==> src/design/pfcr_pkg.sv <==
`timescale 1ns / 1ps
// ----------------------------------------------------------------------------
// pfcr_pkg
// Shared types, constants and helpers for the Pareto front crowding ranker.
// ----------------------------------------------------------------------------
package pfcr_pkg;

    // largest population the store can ever hold
    localparam int STORE_MAX    = 64;
    localparam int DEF_MEMBERS  = 32;
    // fixed widths that cover every legal population size
    localparam int SLOT_W       = 6;
    localparam int COUNT_W      = 7;
    localparam int OBJ_W        = 32;
    localparam int DIST_W       = 33;
    localparam int FRONT_W      = 6;
    // depth of the queue between the front and back parts
    localparam int QUEUE_DEPTH  = 4;
    localparam int QPTR_W       = 2;

    // one classified item handed from the front to the back
    typedef struct packed {
        logic signed [OBJ_W-1:0] obj1;
        logic signed [OBJ_W-1:0] obj2;
        logic [SLOT_W-1:0]       slot;
        logic [COUNT_W-1:0]      count;
        logic                    store;
        logic                    last;
        logic                    ovf;
    } pfcr_item_t;

    // back part sequencer states
    typedef enum logic [3:0] {
        B_LOAD,
        B_SRT_RDP,
        B_SRT_LDP,
        B_SRT_RDQ,
        B_SRT_CMP,
        B_SRT_WR,
        B_DOM_RDP,
        B_DOM_LDP,
        B_DOM_RDQ,
        B_DOM_CMP,
        B_EM_RD,
        B_EM_CHK,
        B_EM_DIF,
        B_EM_OUT,
        B_EM_END
    } pfcr_state_t;

    // q dominates p when no worse in both and strictly better in one
    function automatic logic beats(input logic signed [OBJ_W-1:0] q1,
                                   input logic signed [OBJ_W-1:0] q2,
                                   input logic signed [OBJ_W-1:0] p1,
                                   input logic signed [OBJ_W-1:0] p2);
        return ((q1 < p1) && (q2 <= p2)) || ((q2 < p2) && (q1 <= p1));
    endfunction

    // exact magnitude of the difference of two signed values
    function automatic logic [OBJ_W-1:0] absdiff(input logic signed [OBJ_W-1:0] a,
                                                 input logic signed [OBJ_W-1:0] b);
        logic [OBJ_W:0] d;
        logic [OBJ_W:0] nd;
        d  = {a[OBJ_W-1], a} - {b[OBJ_W-1], b};
        nd = -d;
        return d[OBJ_W] ? nd[OBJ_W-1:0] : d[OBJ_W-1:0];
    endfunction

endpackage

==> src/design/pfcr_front.sv <==
`timescale 1ns / 1ps
// ----------------------------------------------------------------------------
// pfcr_front
// Accepts members, assigns store slots, drops those beyond capacity.
// ----------------------------------------------------------------------------
module pfcr_front
    import pfcr_pkg::*;
#(
    parameter int MAX_MEMBERS = DEF_MEMBERS
)(
    input  logic        clk,
    input  logic        rst_n,
    input  logic        s_axis_tvalid,
    output logic        s_axis_tready,
    input  logic [63:0] s_axis_tdata,   // objective_one, objective_two
    input  logic        s_axis_tlast,   // last_member
    output logic        push,
    output pfcr_item_t  push_item,
    input  logic        full
);

    localparam int CNT_W = $clog2(MAX_MEMBERS + 1);

    logic [CNT_W-1:0] count_reg, count_next;
    logic             ovf_reg, ovf_next;
    logic             store;

    // classify the request
    always_comb
    begin
        s_axis_tready    = !full;
        push             = s_axis_tvalid && !full;
        store            = (count_reg < CNT_W'(MAX_MEMBERS));
        push_item.obj1   = s_axis_tdata[31:0];
        push_item.obj2   = s_axis_tdata[63:32];
        push_item.slot   = SLOT_W'(count_reg);
        push_item.count  = store ? COUNT_W'(count_reg + CNT_W'(1)) : COUNT_W'(count_reg);
        push_item.store  = store;
        push_item.last   = s_axis_tlast;
        push_item.ovf    = ovf_reg || !store;
        count_next       = count_reg;
        ovf_next         = ovf_reg;
        if (push)
        begin
            if (s_axis_tlast)
            begin
                count_next = '0;
                ovf_next   = 1'b0;
            end
            else
            begin
                count_next = store ? count_reg + CNT_W'(1) : count_reg;
                ovf_next   = push_item.ovf;
            end
        end
    end

    // fill count and drop flag
    always_ff @(posedge clk or negedge rst_n)
    begin
        if (!rst_n)
        begin
            count_reg <= '0;
            ovf_reg   <= 1'b0;
        end
        else
        begin
            count_reg <= count_next;
            ovf_reg   <= ovf_next;
        end
    end

endmodule

==> config.mk <==
export PLATFORM = sky130hd
export DESIGN_NAME = pfcr_front
export DESIGN_NICKNAME = d
export VERILOG_FILES = /design/src/design/pfcr_pkg.sv /design/src/design/pfcr_front.sv
export SDC_FILE = /design/constraint.sdc
export NUM_CORES = 1
export LEC_CHECK = 0
export ABC_AREA = 1
export BUFFER_PORTS_ARGS = -buffer_cell sky130_fd_sc_hd__clkbuf_2
export CORE_MARGIN = 3
export CORE_UTILIZATION = 27
export DETAILED_ROUTE_END_ITERATION = 10
export GPL_ROUTABILITY_DRIVEN = 0
export PLACE_DENSITY = 0.78
export SETUP_SLACK_MARGIN = 0.05
export SYNTH_ARGS = -nofsm -noshare
export SYNTH_HDL_FRONTEND = slang
export SYNTH_SLANG_ARGS = --single-unit
==> constraint.sdc <==
create_clock -name clk -period 1.1 [get_ports clk]
set_input_delay 0.11 -clock clk [delete_from_list [all_inputs] [get_ports clk]]
set_output_delay 0.11 -clock clk [all_outputs]
set_load 0.005 [all_outputs]
==> impl_metrics.tcl <==
set metrics [dict create \
    outcome "finished, violations left" \
    violations "negative setup slack" \
    ys_types 22 \
    drc 0 \
    diodes 0 \
    drive_above_1_share 0.5905 \
    fin_nets 177 \
    fp-row-count 21 \
    drv_cap 0 \
    dp_slack_ns -0.08254 \
    area_growth_pct -11.95 \
    fin_crit_sh 1.215 \
    async_flop_share 1.000 \
    arrival_ns 1.23 \
    ys.flop_type "dfrtp_1" \
    ys_seq_area_frac 0.1724 \
    first_global_vias 663 \
    synth_top_cell_by_area "buf_4" \
    clock.fmax_mhz 748.4 \
    comb_power_share 0.283 \
    clockPowerShare 0.391 \
    grt_max_degree 8 \
    largest_reg_flops 6 \
    cts.sinks 7 \
    dpl_cell_area_um2 718.2 \
    fillCellCount 398 \
    multiInputGateArea_um2 340.3 \
    synth_area_leaders "buf_4 50%, dfrtp_1 17%, nand2_1 10%, inv_1 2.6%, ha_1 2.5%" \
    hold_viol 0 \
    root_buffer "clkbuf_8" \
    yosysWarnings 0 \
    syn_area_um2 1016 \
    endpoint_kind "output port" \
    ys_seq_elements 7 \
    syn_area_per_cell_um2 7.470 \
    startpoint_type "flip-flop" \
    vias_per_cell 4.278 \
    hpwl_mm 1.618 \
    p_int_uw 655.9 \
    wirelength_mm 2.073 \
    io_pins 151 \
    ant_nets 0 \
    firstDrtPassIters 4 \
    overflow 0 \
    netSwitchingFraction 0.2863 \
    fin_crit_ns 1.336 \
    fin_ws_ns -0.2362 \
    fin_skew_ns 0.004320 \
    path_class "flip-flop to output port" \
    cts_tree "done" \
    grt_pass1_wl_mm 3.229 \
    vias 646 \
    leakage_nw 0.4520 \
    seqPwrFrac 0.326 \
    p_total_uw 919.0 \
    track_usage 0.09578 \
    cts_max_level 1 \
    start_util 0.2929 \
    synth_top_area_share 0.4951 \
    fin_tns_setup_ns -1.474 \
    dieHeight_um 67.34 \
    powerDensity_nw_per_um2 1027 \
    drv_slew 0 \
    wire_per_inst_um 13.73 \
    port-buffer-count 21 \
    dieArea_um2 4535 \
    clock_latency_ns 0.23 \
    clockBufferDepth 2 \
    numCtsBuffers 3 \
    design_area_um2 894.6 \
    power.switching_uw 263.1 \
    fp.coreArea_um2 3468 \
    path_max_fanout 3 \
    rsz0062_at_grt "yes" \
    min_path_type "primary input to flip-flop" \
    clkTransAtPathRegs_ns 0.04 \
    setup_viol 9 \
    drt_iter0_drc 24 \
    fp.dieW_um 67.34 \
    required_ns 0.99 \
    antenna_found_initial 0 \
    synth_cells 136 \
    vdd_drop_max_mv 0.3388 \
    regArea_um2 178.9 \
    syn_nets 207 \
    synth-edff-count 0 \
    hold-worst-slack_ns 0.1745 \
]
==> critical path: stages, from the launching register on <==
cell	delay, ns
dfrtp_2	0.43
ha_4	0.19
nand3_2	0.06
nand2_1	0.05
nand2_1	0.08
nand2_1	0.05
nand2_1	0.05
buf_2	0.10
==> power by group through the flow <==
stage	Combinational, mW	Sequential [mW]	Clock [mW]
floorplan	0.286	0.306	0
global placement	0.207	0.296	0
detailed placement	0.207	0.298	0
CTS	0.259	0.297	0.370
global route	0.289	0.304	0.383
finish	0.260	0.300	0.359
==> final timing paths <==
kind,to,slack (ns),cells past startpoint,from
setup / recovery,push_item[7],-0.24,7,count_reg[1]
hold / removal,ovf_reg,0.17,3,s_axis_tvalid
setup reg to reg,count_reg[5],0.01,6,count_reg[1]
hold reg to reg,ovf_reg,0.58,2,ovf_reg
max in group asynchronous,count_reg[1],0.66,2,rst_n
min in group asynchronous,count_reg[2],0.26,2,rst_n
==> stage by stage <==
| step | std cells | utilization |
|---|---|---|
| floorplan | 136 | - |
| global placement | 141 | 0.2071 |
| detailed placement | 141 | 0.2071 |
| CTS | 150 | 0.2464 |
| global route | 151 | 0.2579 |
| finish | 151 | 0.2579 |
==> timing repair <==
action / 4_1_cts / 5_1_grt
setup buffers: 4 / 1
pin swaps: 9 / 6
hold buffers: 1 / 0
hold endpoints to repair: 7 / 0
resized for setup: 14 / 14
setup endpoints to repair: 12 / 16
==> layout by cell type, fill, tap and decap left out, drive strengths merged <==
master and instances:
conb 1, nand3 5, dfrtp 7, a21oi 1, inv 9, buf 17, xnor2 2, nor2 5
nand2 27, clkinv 2, o21ai 5, clkbuf 19, dlygate4sd3 1, nand4 2, ha 2
==> routing by layer <==
layer / wire length, um / up-vias / global-route usage
met1: 578 / 282 / 0.06993
met3: 267 / 30 / 0.04659
met4: 177 / 0 / 0.1089
met5: 0 / - / 0
li1: - / 290 / -
met2: 1050 / 44 / 0.1669
==> cell type report <==
type                            instances  area share
Tap cell                               46     0.06434
Multi-Input combinational cell         50      0.3804
Inverter                               10     0.04755
Sequential cell                         7      0.2000
Clock inverter                          1    0.005594
Timing Repair Buffer                   34      0.2559
Clock buffer                            3     0.04615
==> cell families after synthesis <==
logic type,synth area share
adders and majority gates,0.02463
and+or+nand+nor,0.1810
DFF,0.1724
AOI/OAI and AO/OA,0.04063
other,0.003691
xor gates and xnor gates,0.02464
buffers and inverters,0.5530
==> cell usage after synthesis (2+ instances only) <==
cell type	count
buf_4	67
dfrtp_1	7
ha_1	2
inv_1	7
inv_2	2
nand2_1	27
nand3_1	4
nand4_1	2
nor2_1	2
nor2_2	2
o21ai_1	3
No activity file was read; power rests on OpenSTA's default activity.
