--- config.mk ---
export PLATFORM = sky130hd
export DESIGN_NAME = pfcr_queue
export DESIGN_NICKNAME = d
export VERILOG_FILES = /design/src/design/pfcr_pkg.sv /design/src/design/pfcr_queue.sv
export SDC_FILE = /design/constraint.sdc
export NUM_CORES = 1
export LEC_CHECK = 0
export BUFFER_PORTS_ARGS = -buffer_cell sky130_fd_sc_hd__clkbuf_2
export CELL_PAD_IN_SITES_DETAIL_PLACEMENT = 2
export CELL_PAD_IN_SITES_GLOBAL_PLACEMENT = 2
export CORE_MARGIN = 1.5
export CORE_UTILIZATION = 49
export DETAILED_ROUTE_END_ITERATION = 8
export HOLD_SLACK_MARGIN = 0.02
export PLACE_DENSITY = 0.81
export SETUP_SLACK_MARGIN = 0.02
export SLEW_MARGIN = 5
export SYNTH_ARGS = -nofsm -noshare
export SYNTH_HDL_FRONTEND = slang
export SYNTH_SLANG_ARGS = --single-unit
--- constraint.sdc ---
create_clock -name clk -period 6.2 [get_ports clk]
set_clock_uncertainty 0.2 [all_clocks]
set_input_delay 1.55 -clock clk [delete_from_list [all_inputs] [get_ports clk]]
set_output_delay 1.55 -clock clk [all_outputs]
set_load 0.02 [all_outputs]
--- src/design/pfcr_pkg.sv ---
`timescale 1ns / 1ps
// ----------------------------------------------------------------------------
// pfcr_pkg
// Shared types, constants and helpers for the Pareto front crowding ranker.
// ----------------------------------------------------------------------------
package pfcr_pkg;

    // largest population the store can ever hold
    localparam int STORE_MAX    = 64;
    localparam int DEF_MEMBERS  = 32;
    // fixed widths that cover every legal population size
    localparam int SLOT_W       = 6;
    localparam int COUNT_W      = 7;
    localparam int OBJ_W        = 32;
    localparam int DIST_W       = 33;
    localparam int FRONT_W      = 6;
    // depth of the queue between the front and back parts
    localparam int QUEUE_DEPTH  = 4;
    localparam int QPTR_W       = 2;

    // one classified item handed from the front to the back
    typedef struct packed {
        logic signed [OBJ_W-1:0] obj1;
        logic signed [OBJ_W-1:0] obj2;
        logic [SLOT_W-1:0]       slot;
        logic [COUNT_W-1:0]      count;
        logic                    store;
        logic                    last;
        logic                    ovf;
    } pfcr_item_t;

    // back part sequencer states
    typedef enum logic [3:0] {
        B_LOAD,
        B_SRT_RDP,
        B_SRT_LDP,
        B_SRT_RDQ,
        B_SRT_CMP,
        B_SRT_WR,
        B_DOM_RDP,
        B_DOM_LDP,
        B_DOM_RDQ,
        B_DOM_CMP,
        B_EM_RD,
        B_EM_CHK,
        B_EM_DIF,
        B_EM_OUT,
        B_EM_END
    } pfcr_state_t;

    // q dominates p when no worse in both and strictly better in one
    function automatic logic beats(input logic signed [OBJ_W-1:0] q1,
                                   input logic signed [OBJ_W-1:0] q2,
                                   input logic signed [OBJ_W-1:0] p1,
                                   input logic signed [OBJ_W-1:0] p2);
        return ((q1 < p1) && (q2 <= p2)) || ((q2 < p2) && (q1 <= p1));
    endfunction

    // exact magnitude of the difference of two signed values
    function automatic logic [OBJ_W-1:0] absdiff(input logic signed [OBJ_W-1:0] a,
                                                 input logic signed [OBJ_W-1:0] b);
        logic [OBJ_W:0] d;
        logic [OBJ_W:0] nd;
        d  = {a[OBJ_W-1], a} - {b[OBJ_W-1], b};
        nd = -d;
        return d[OBJ_W] ? nd[OBJ_W-1:0] : d[OBJ_W-1:0];
    endfunction

endpackage

--- src/design/pfcr_queue.sv ---
`timescale 1ns / 1ps
// ----------------------------------------------------------------------------
// pfcr_queue
// Short first-in first-out queue between the front and back parts.
// ----------------------------------------------------------------------------
module pfcr_queue
    import pfcr_pkg::*;
(
    input  logic       clk,
    input  logic       rst_n,
    input  logic       push,
    input  pfcr_item_t push_item,
    output logic       full,
    output logic       pop_valid,
    output pfcr_item_t pop_item,
    input  logic       pop
);

    pfcr_item_t          q_mem [QUEUE_DEPTH];
    logic [QPTR_W-1:0]   wr_ptr_reg, rd_ptr_reg;
    logic [QPTR_W:0]     fill_reg;
    logic                do_pop;

    // status
    always_comb
    begin
        full      = (fill_reg == (QPTR_W+1)'(QUEUE_DEPTH));
        pop_valid = (fill_reg != '0);
        pop_item  = q_mem[rd_ptr_reg];
        do_pop    = pop && pop_valid;
    end

    // entry storage
    always_ff @(posedge clk)
    begin
        if (push)
        begin
            q_mem[wr_ptr_reg] <= push_item;
        end
    end

    // pointers and fill level
    always_ff @(posedge clk or negedge rst_n)
    begin
        if (!rst_n)
        begin
            wr_ptr_reg <= '0;
            rd_ptr_reg <= '0;
            fill_reg   <= '0;
        end
        else
        begin
            if (push)
            begin
                wr_ptr_reg <= wr_ptr_reg + QPTR_W'(1);
            end
            if (do_pop)
            begin
                rd_ptr_reg <= rd_ptr_reg + QPTR_W'(1);
            end
            if (push && !do_pop)
            begin
                fill_reg <= fill_reg + (QPTR_W+1)'(1);
            end
            else if (!push && do_pop)
            begin
                fill_reg <= fill_reg - (QPTR_W+1)'(1);
            end
        end
    end

endmodule

==> results of run 1 <==
## final cells by class
class / instances / area [um^2] / area share
sequential: 327 / 9792 / 0.6912
multi-input combinational: 104 / 2019 / 0.1426
clock buffer: 44 / 972.2 / 0.06863
timing repair buffer: 171 / 883.3 / 0.06236
tap: 324 / 405.4 / 0.02862
clock inverter: 18 / 82.58 / 0.005829
inverter: 3 / 11.26 / 0.0007949
## per-layer routing
metal	wire [um]	share of wire
met5	7	0.00024
met4	771	0.027
met3	1321	0.045
met2	15670	0.54
met1	11280	0.39
## worst register-to-register path, stage by stage (launching register included)
cell and delay [ns]:
dfrtp_1 0.40, inv_1 0.11, ha_1 0.18, and2_4 0.60, buf_4 0.64
## where the power goes
part / switching, uW / total, uW / leakage [uW] / internal, uW
clock: 825 / 1930 / 0.000516 / 1110
combinational: 1210 / 2070 / 0.00134 / 854
sequential: 311 / 3210 / 0.00302 / 2900
## metrics by stage
stage	std cells	setup WS (ns)	power, uW	hold WS [ns]
after floorplan	452	2.140	4672	0.2469
after CTS	991	1.586	7315	0.3135
after global placement	929	2.135	5210	0.2638
after global routing	991	1.443	7500	0.3325
after detailed placement	929	2.138	5360	0.3000
final	991	1.672	7210	0.3079
## cell usage after synthesis (all sizes together) (2+ instances only)
| library cell | count |
|---|---|
| buf | 18 |
| xor2 | 3 |
| mux4 | 80 |
| xnor2 | 3 |
| and2 | 4 |
| nand2 | 2 |
| edfxtp | 320 |
| ha | 5 |
| dfrtp | 7 |
| inv | 3 |
## cell families (layout without fill, tap and decap cells)
group,count (synthesis),in the layout,synth area share
DFF,327,327,0.8139
muxes,81,81,0.1508
buffers and inverters,21,236,0.01894
and+or+nand+nor,10,10,0.004683
adders and majority gates,6,6,0.006869
xor gates and xnor gates,6,6,0.004372
AOI/OAI and AO/OA,1,1,0.0004159
## worst paths after layout
| path | startpoint | to | slack (ns) | cells after the start |
|---|---|---|---|---|
| worst max-delay path | rd_ptr_reg[0] | pop_item[7] | 1.67 | 3 |
| worst min-delay path | fill_reg[2] | fill_reg[2] | 0.31 | 1 |
| worst max register to register | wr_ptr_reg[1] | q_mem[1][21] | 3.66 | 4 |
| worst min register to register | fill_reg[2] | fill_reg[2] | 0.31 | 1 |
| max in group asynchronous | rst_n | rd_ptr_reg[0] | 4.93 | 1 |
| min in group asynchronous | rst_n | fill_reg[2] | 0.67 | 1 |
==> results by group, run 1 <==
Clocking
  – Post-CTS sizing: 0
  – Post-CTS Setup Bufs: 0
  – Max H-tree Level: 2
  – CTS Hold Bufs: 0
  – Clk buf depth: 3
  – CTS tree: built
  – Num CTS Buffers: 35
  – Clk sink count: 327
  – Root buffer cell: clkbuf_16
  – Clk pin slew, worst setup/hold paths: about 0.06 ns
  – Worst skew pair latency: about 0.50 ns

Global route
  – First-pass GRT wire length: approximately 42 mm
  – Largest net degree at the start of global routing: 61
  – M3 GR Usage: 0.03792
  – Initial antenna violation count: 1
  – Global route total overflow: 0
  – Total global-route track usage: 0.2362
  – GRT Max-Usage Layer: met2
  – Met1 Use GR: 0.2976
  – Global-route met2 utilization: 0.4220
  – Vias in the first global route: 6,230

Placed design
  – Gp weighted congestion: between 0.6 and 0.7
  – IO Port Bufs: approximately 170
  – Placed cell area: ~13,000 um^2
  – Dpl hpwl: 18.37 mm

Logic synthesis
  – Post-Syn Nets: between 500 and 600
  – Share of the synthesized area in the top cell type: 0.7993
  – Synthesized area per cell: 26.60 um^2
  – Synth area leader: edfxtp_1
  – Area contributors post-synth: edfxtp_1, mux4_2, dfrtp_1
  – Post-synth ARST share: 0.02141
  – Post-synthesis cell area: around 12,000 um^2
  – Synth warn: 0
  – Post-synth EDFFs: 320
  – Post-synth cell types: 19
  – Yosys reg bits: 327
  – Ys flop type: edfxtp_1
  – Gate Count Post-Synth: roughly 450
  – Register area share after synthesis: 0.8139

Final layout
  – Fraction of layout cells with a size suffix above 1: 0.4588
  – Area delta synth->final: 17.84%
  – Layout net count: between 700 and 800
  – Most frequent cells in the layout: edfxtp_1, clkbuf_2, mux4_2, clkbuf_16, clkinv_1
  – Fin area: roughly 14,000 um^2
  – Largest register FFs: 320
  – Final Core Density: 0.5859
  – Most common cell after layout, fill and taps aside: edfxtp_1
  – Ant diodes: 0
  – Fill count: 1,924

Floorplanning
  – Die W: 159.6 um
  – Core Box Area: 24,180 um^2
  – Initial Utilization: 0.4972
  – # IOs: 166
  – Die Height: 159.6 um
  – Cell Rows: 57
  – Die ar.: 25,480 um^2

Timing
  – Fin crit share: 0.7303
  – Worst-Margin Slew: roughly 0.93 ns
  – Slew headroom: 0.3800
  – Fmax: 220.9 MHz
  – Final-report max-slew violation count: 0
  – Final setup vio count: 0
  – Setup_tns: 0 ns
  – RSZ-0062 raised after global routing: no
  – Post-layout min period: 4.528 ns
  – Final hold violations: 0

Worst setup path
  – Crit Path Category: reg2out
  – WP data required: 4.45 ns
  – Startpoint Class: register
  – Endpoint type of the worst setup path: output port
  – CP top delay family: flip-flops
  – CP bufs+invs: 2
  – CP max stage delay: 1.01 ns
  – CP max-delay cell: dfrtp_4
  – CP max FO: 45
  – Critical Path AT: 2.78 ns
  – Worst-path cell chain: buf_12 -> mux4_2 -> clkbuf_2

Power and ir drop
  – Lkg Pwr: 0.004879 uW
  – Pwr Density: 509.0 nW/um^2
  – Max VDD drop: 0.0002826 V

Detailed routing
  – Vias per cell: between 5 and 6
  – Drt total wl: 29.05 mm
  – DRT Pass-1 Iters: 6
  – Final ANT Viol Nets: 0
  – DRC viols: 0
  – Post-DR wirelength/cell: 29.31 um
  – Via Count: around 5.5k
  – DRT iter0 DRCs: about 370

Min path
  – Worst min path class: reg2reg

Run status
  – Outcome: completed

Run
  – Max_cap viols: 0
No activity file was read; power rests on OpenSTA's default activity.
==> run 2, diff against run 1 <==
--- a/config.mk
+++ b/config.mk
@@ -9,10 +9,10 @@
 export CELL_PAD_IN_SITES_DETAIL_PLACEMENT = 2
 export CELL_PAD_IN_SITES_GLOBAL_PLACEMENT = 2
 export CORE_MARGIN = 1.5
-export CORE_UTILIZATION = 49
+export CORE_UTILIZATION = 41
 export DETAILED_ROUTE_END_ITERATION = 8
 export HOLD_SLACK_MARGIN = 0.02
-export PLACE_DENSITY = 0.81
+export PLACE_DENSITY = 0.72
 export SETUP_SLACK_MARGIN = 0.02
 export SLEW_MARGIN = 5
 export SYNTH_ARGS = -nofsm -noshare
==> constraint.sdc (replaced) <==
create_clock -name clk -period 3.75 [get_ports clk]
set_clock_uncertainty 0.2 [all_clocks]
set_input_delay 0.9375 -clock clk [delete_from_list [all_inputs] [get_ports clk]]
set_output_delay 0.9375 -clock clk [all_outputs]
set_load 0.02 [all_outputs]
==> results by group, run 2 (synthesis results as in run 1) <==
Detailed routing
  – Post-DR wirelength/cell: 25.45 um (was 29.31 um)
  – Via Count: 5,329 (was 5,464)
  – Vias per cell: 5.090 (was 5.514)
  – DRT Pass-1 Iters: 6 (unchanged)
  – DRC viols: 0 (unchanged)
  – DRT iter0 DRCs: 295 (was 371)
  – Drt total wl: 26.64 mm (was 29.05 mm)
  – Final ANT Viol Nets: 0 (unchanged)

Worst setup path
  – R2R Path Start: fill_reg[0] (was wr_ptr_reg[1])
  – CP max FO: 27 (was 45)
  – CP max stage delay: 0.77 ns (was 1.01 ns)
  – WP data required: 2.61 ns (was 4.45 ns)
  – CP top delay family: flip-flops (unchanged)
  – FF-to-FF End: fill_reg[2] (was q_mem[1][21])
  – CP max-delay cell: dfrtp_4 (unchanged)
  – Startpoint Class: register (unchanged)
  – R2R cell count: 8 (was 4)
  – CP bufs+invs: 2 (unchanged)
  – Worst-path cell chain: buf_12 -> mux4_2 -> clkbuf_2 (unchanged)
  – Critical path depth: 3 (unchanged)
  – Critical Path AT: 2.39 ns (was 2.78 ns)
  – Setup slack, reg-to-reg: 1.17 ns (was 3.66 ns)
  – Crit Path Category: reg2out (unchanged)
  – Critical Path End: pop_item[45] (was pop_item[7])
  – Endpoint type of the worst setup path: output port (unchanged)
  – Setup crit start: rd_ptr_reg[0] (unchanged)

Global route
  – Largest net degree at the start of global routing: 64 (was 61)
  – Global route total overflow: 0 (unchanged)
  – Total global-route track usage: 0.1817 (was 0.2362)
  – First-pass GRT wire length: 40.44 mm (was 42.46 mm)
  – Vias in the first global route: 6,223 (was 6,230)
  – Initial antenna violation count: 1 (unchanged)

Power and ir drop
  – Lkg Pwr: 0.004891 uW (was 0.004879 uW)
  – Max VDD drop: 0.0004053 V (was 0.0002826 V)
  – Pwr Density: 826.2 nW/um^2 (was 509.0 nW/um^2)

Placed design
  – Place WS: 0.6791 ns (was 2.138 ns)
  – Dpl hpwl: 17.30 mm (was 18.37 mm)
  – Post-placement cell count: 996 (was 929)
  – IO Port Bufs: 165 (unchanged)
  – Gp weighted congestion: 0.6902 (was 0.6676)

Run
  – Max_cap viols: 0 (unchanged)

Clocking
  – Clk pin slew, worst setup/hold paths: 0.05 ns (was 0.06 ns)
  – Clk sink count: 327 (unchanged)
  – CTS Hold Bufs: 0 (unchanged)
  – Post-CTS sizing: 0 (unchanged)
  – Worst skew pair latency: 0.50 ns (about the same)
  – Clk buf depth: 3 (unchanged)
  – Post-CTS Setup Bufs: 0 (unchanged)
  – Max H-tree Level: 2 (unchanged)
  – Root buffer cell: clkbuf_16 (unchanged)
  – Num CTS Buffers: 36 (was 35)
  – CTS tree: built (unchanged)

Floorplanning
  – Initial Utilization: 0.4177 (was 0.4972)
  – Core Box Area: 28,780 um^2 (was 24,180 um^2)
  – # IOs: 166 (unchanged)
  – Die W: 174.2 um (was 159.6 um)
  – Die ar.: 30,360 um^2 (was 25,480 um^2)
  – Cell Rows: 62 (was 57)
  – Die Height: 174.2 um (was 159.6 um)

Final layout
  – Multi-input gate area: 2019 um^2 (unchanged)
  – Layout net count: 740 (was 732)
  – Sequential cell area: 9792 um^2 (unchanged)
  – Most frequent cells in the layout: edfxtp_1, clkbuf_2, mux4_2, clkbuf_16, clkbuf_1 (was edfxtp_1, clkbuf_2, mux4_2, clkbuf_16, clkinv_1)
  – Largest register FFs: 320 (unchanged)
  – Final std cells w/o fill: 1,047 (was 991)
  – Most common cell after layout, fill and taps aside: edfxtp_1 (unchanged)
  – Fraction of layout cells with a size suffix above 1: 0.4607 (was 0.4588)
  – Area delta synth->final: 18.82% (was 17.84%)
  – Fill count: 2,496 (was 1,924)

Run status
  – Outcome: completed (unchanged)

Timing
  – Fmax: 283.3 MHz
  – Final hold violations: 0 (unchanged)
  – Final setup vio count: 0 (unchanged)
  – Setup ws final: 0.2201 ns (was 1.672 ns)
  – Worst-Margin Slew: 0.7172 ns (was 0.9299 ns)
  – Post-layout min period: 3.530 ns
  – RSZ-0062 raised after global routing: no (unchanged)
  – Hold slack: 0.07506 ns (was 0.3079 ns)
  – Setup_tns: 0 ns (unchanged)
  – Slew headroom: 0.5219 (was 0.3800)
  – Final-report max-slew violation count: 0 (unchanged)
  – Fin crit share: 0.9413

Min path
  – Worst min path class: in2async (was reg2reg)
## run 2: routing by layer
| layer | global-route usage | part of all wire | wire length (um) | vias up |
|---|---|---|---|---|
| met5 | 0 | 0 | 0 | - |
| met4 | 0.04849 | 0.019 | 509 | 0 |
| met3 | 0.04331 | 0.054 | 1426 | 38 |
| met2 | 0.3224 | 0.53 | 14190 | 132 |
| met1 | 0.2228 | 0.39 | 10510 | 2831 |
| li1 | - | - | - | 2328 |
## run 2: how the worst min path moves through the flow
stage | start | to | slack (ns) | cells after the start
6_report | rst_n | fill_reg[1] | 0.08 | 1
5_1_grt | rst_n | wr_ptr_reg[1] | 0.07 | 1
4_1_cts | rst_n | wr_ptr_reg[1] | 0.06 | 1
3_5_place_dp | fill_reg[2] | fill_reg[2] | 0.30 | 1
3_3_place_gp | fill_reg[2] | fill_reg[2] | 0.27 | 1
2_1_floorplan | fill_reg[2] | fill_reg[2] | 0.25 | 1
## run 2: area by class of cell
class	instances	area share
diodes	1	0.0001752
clock buffers	46	0.06719
clock inverters	4	0.001402
inverters	3	0.0007884
multi-input cells	104	0.1414
flip-flops and latches	327	0.6855
well taps	384	0.03364
repair buffers	178	0.06990
## run 2: metrics by stage
step	area, um^2	utilization	power, uW
2_1_floorplan	12020	-	7725
3_3_place_gp	13300	0.4622	8766
3_5_place_dp	13300	0.4622	8953
4_1_cts	14280	0.4962	12040
5_1_grt	14280	0.4962	12360
6_report	14280	0.4963	11800
## run 2: report_power, final
| group | internal (uW) | switching (uW) |
|---|---|---|
| clock | 1770 | 1280 |
| sequential | 4790 | 352 |
| combinational | 1490 | 2120 |
| total | 8050 | 3750 |
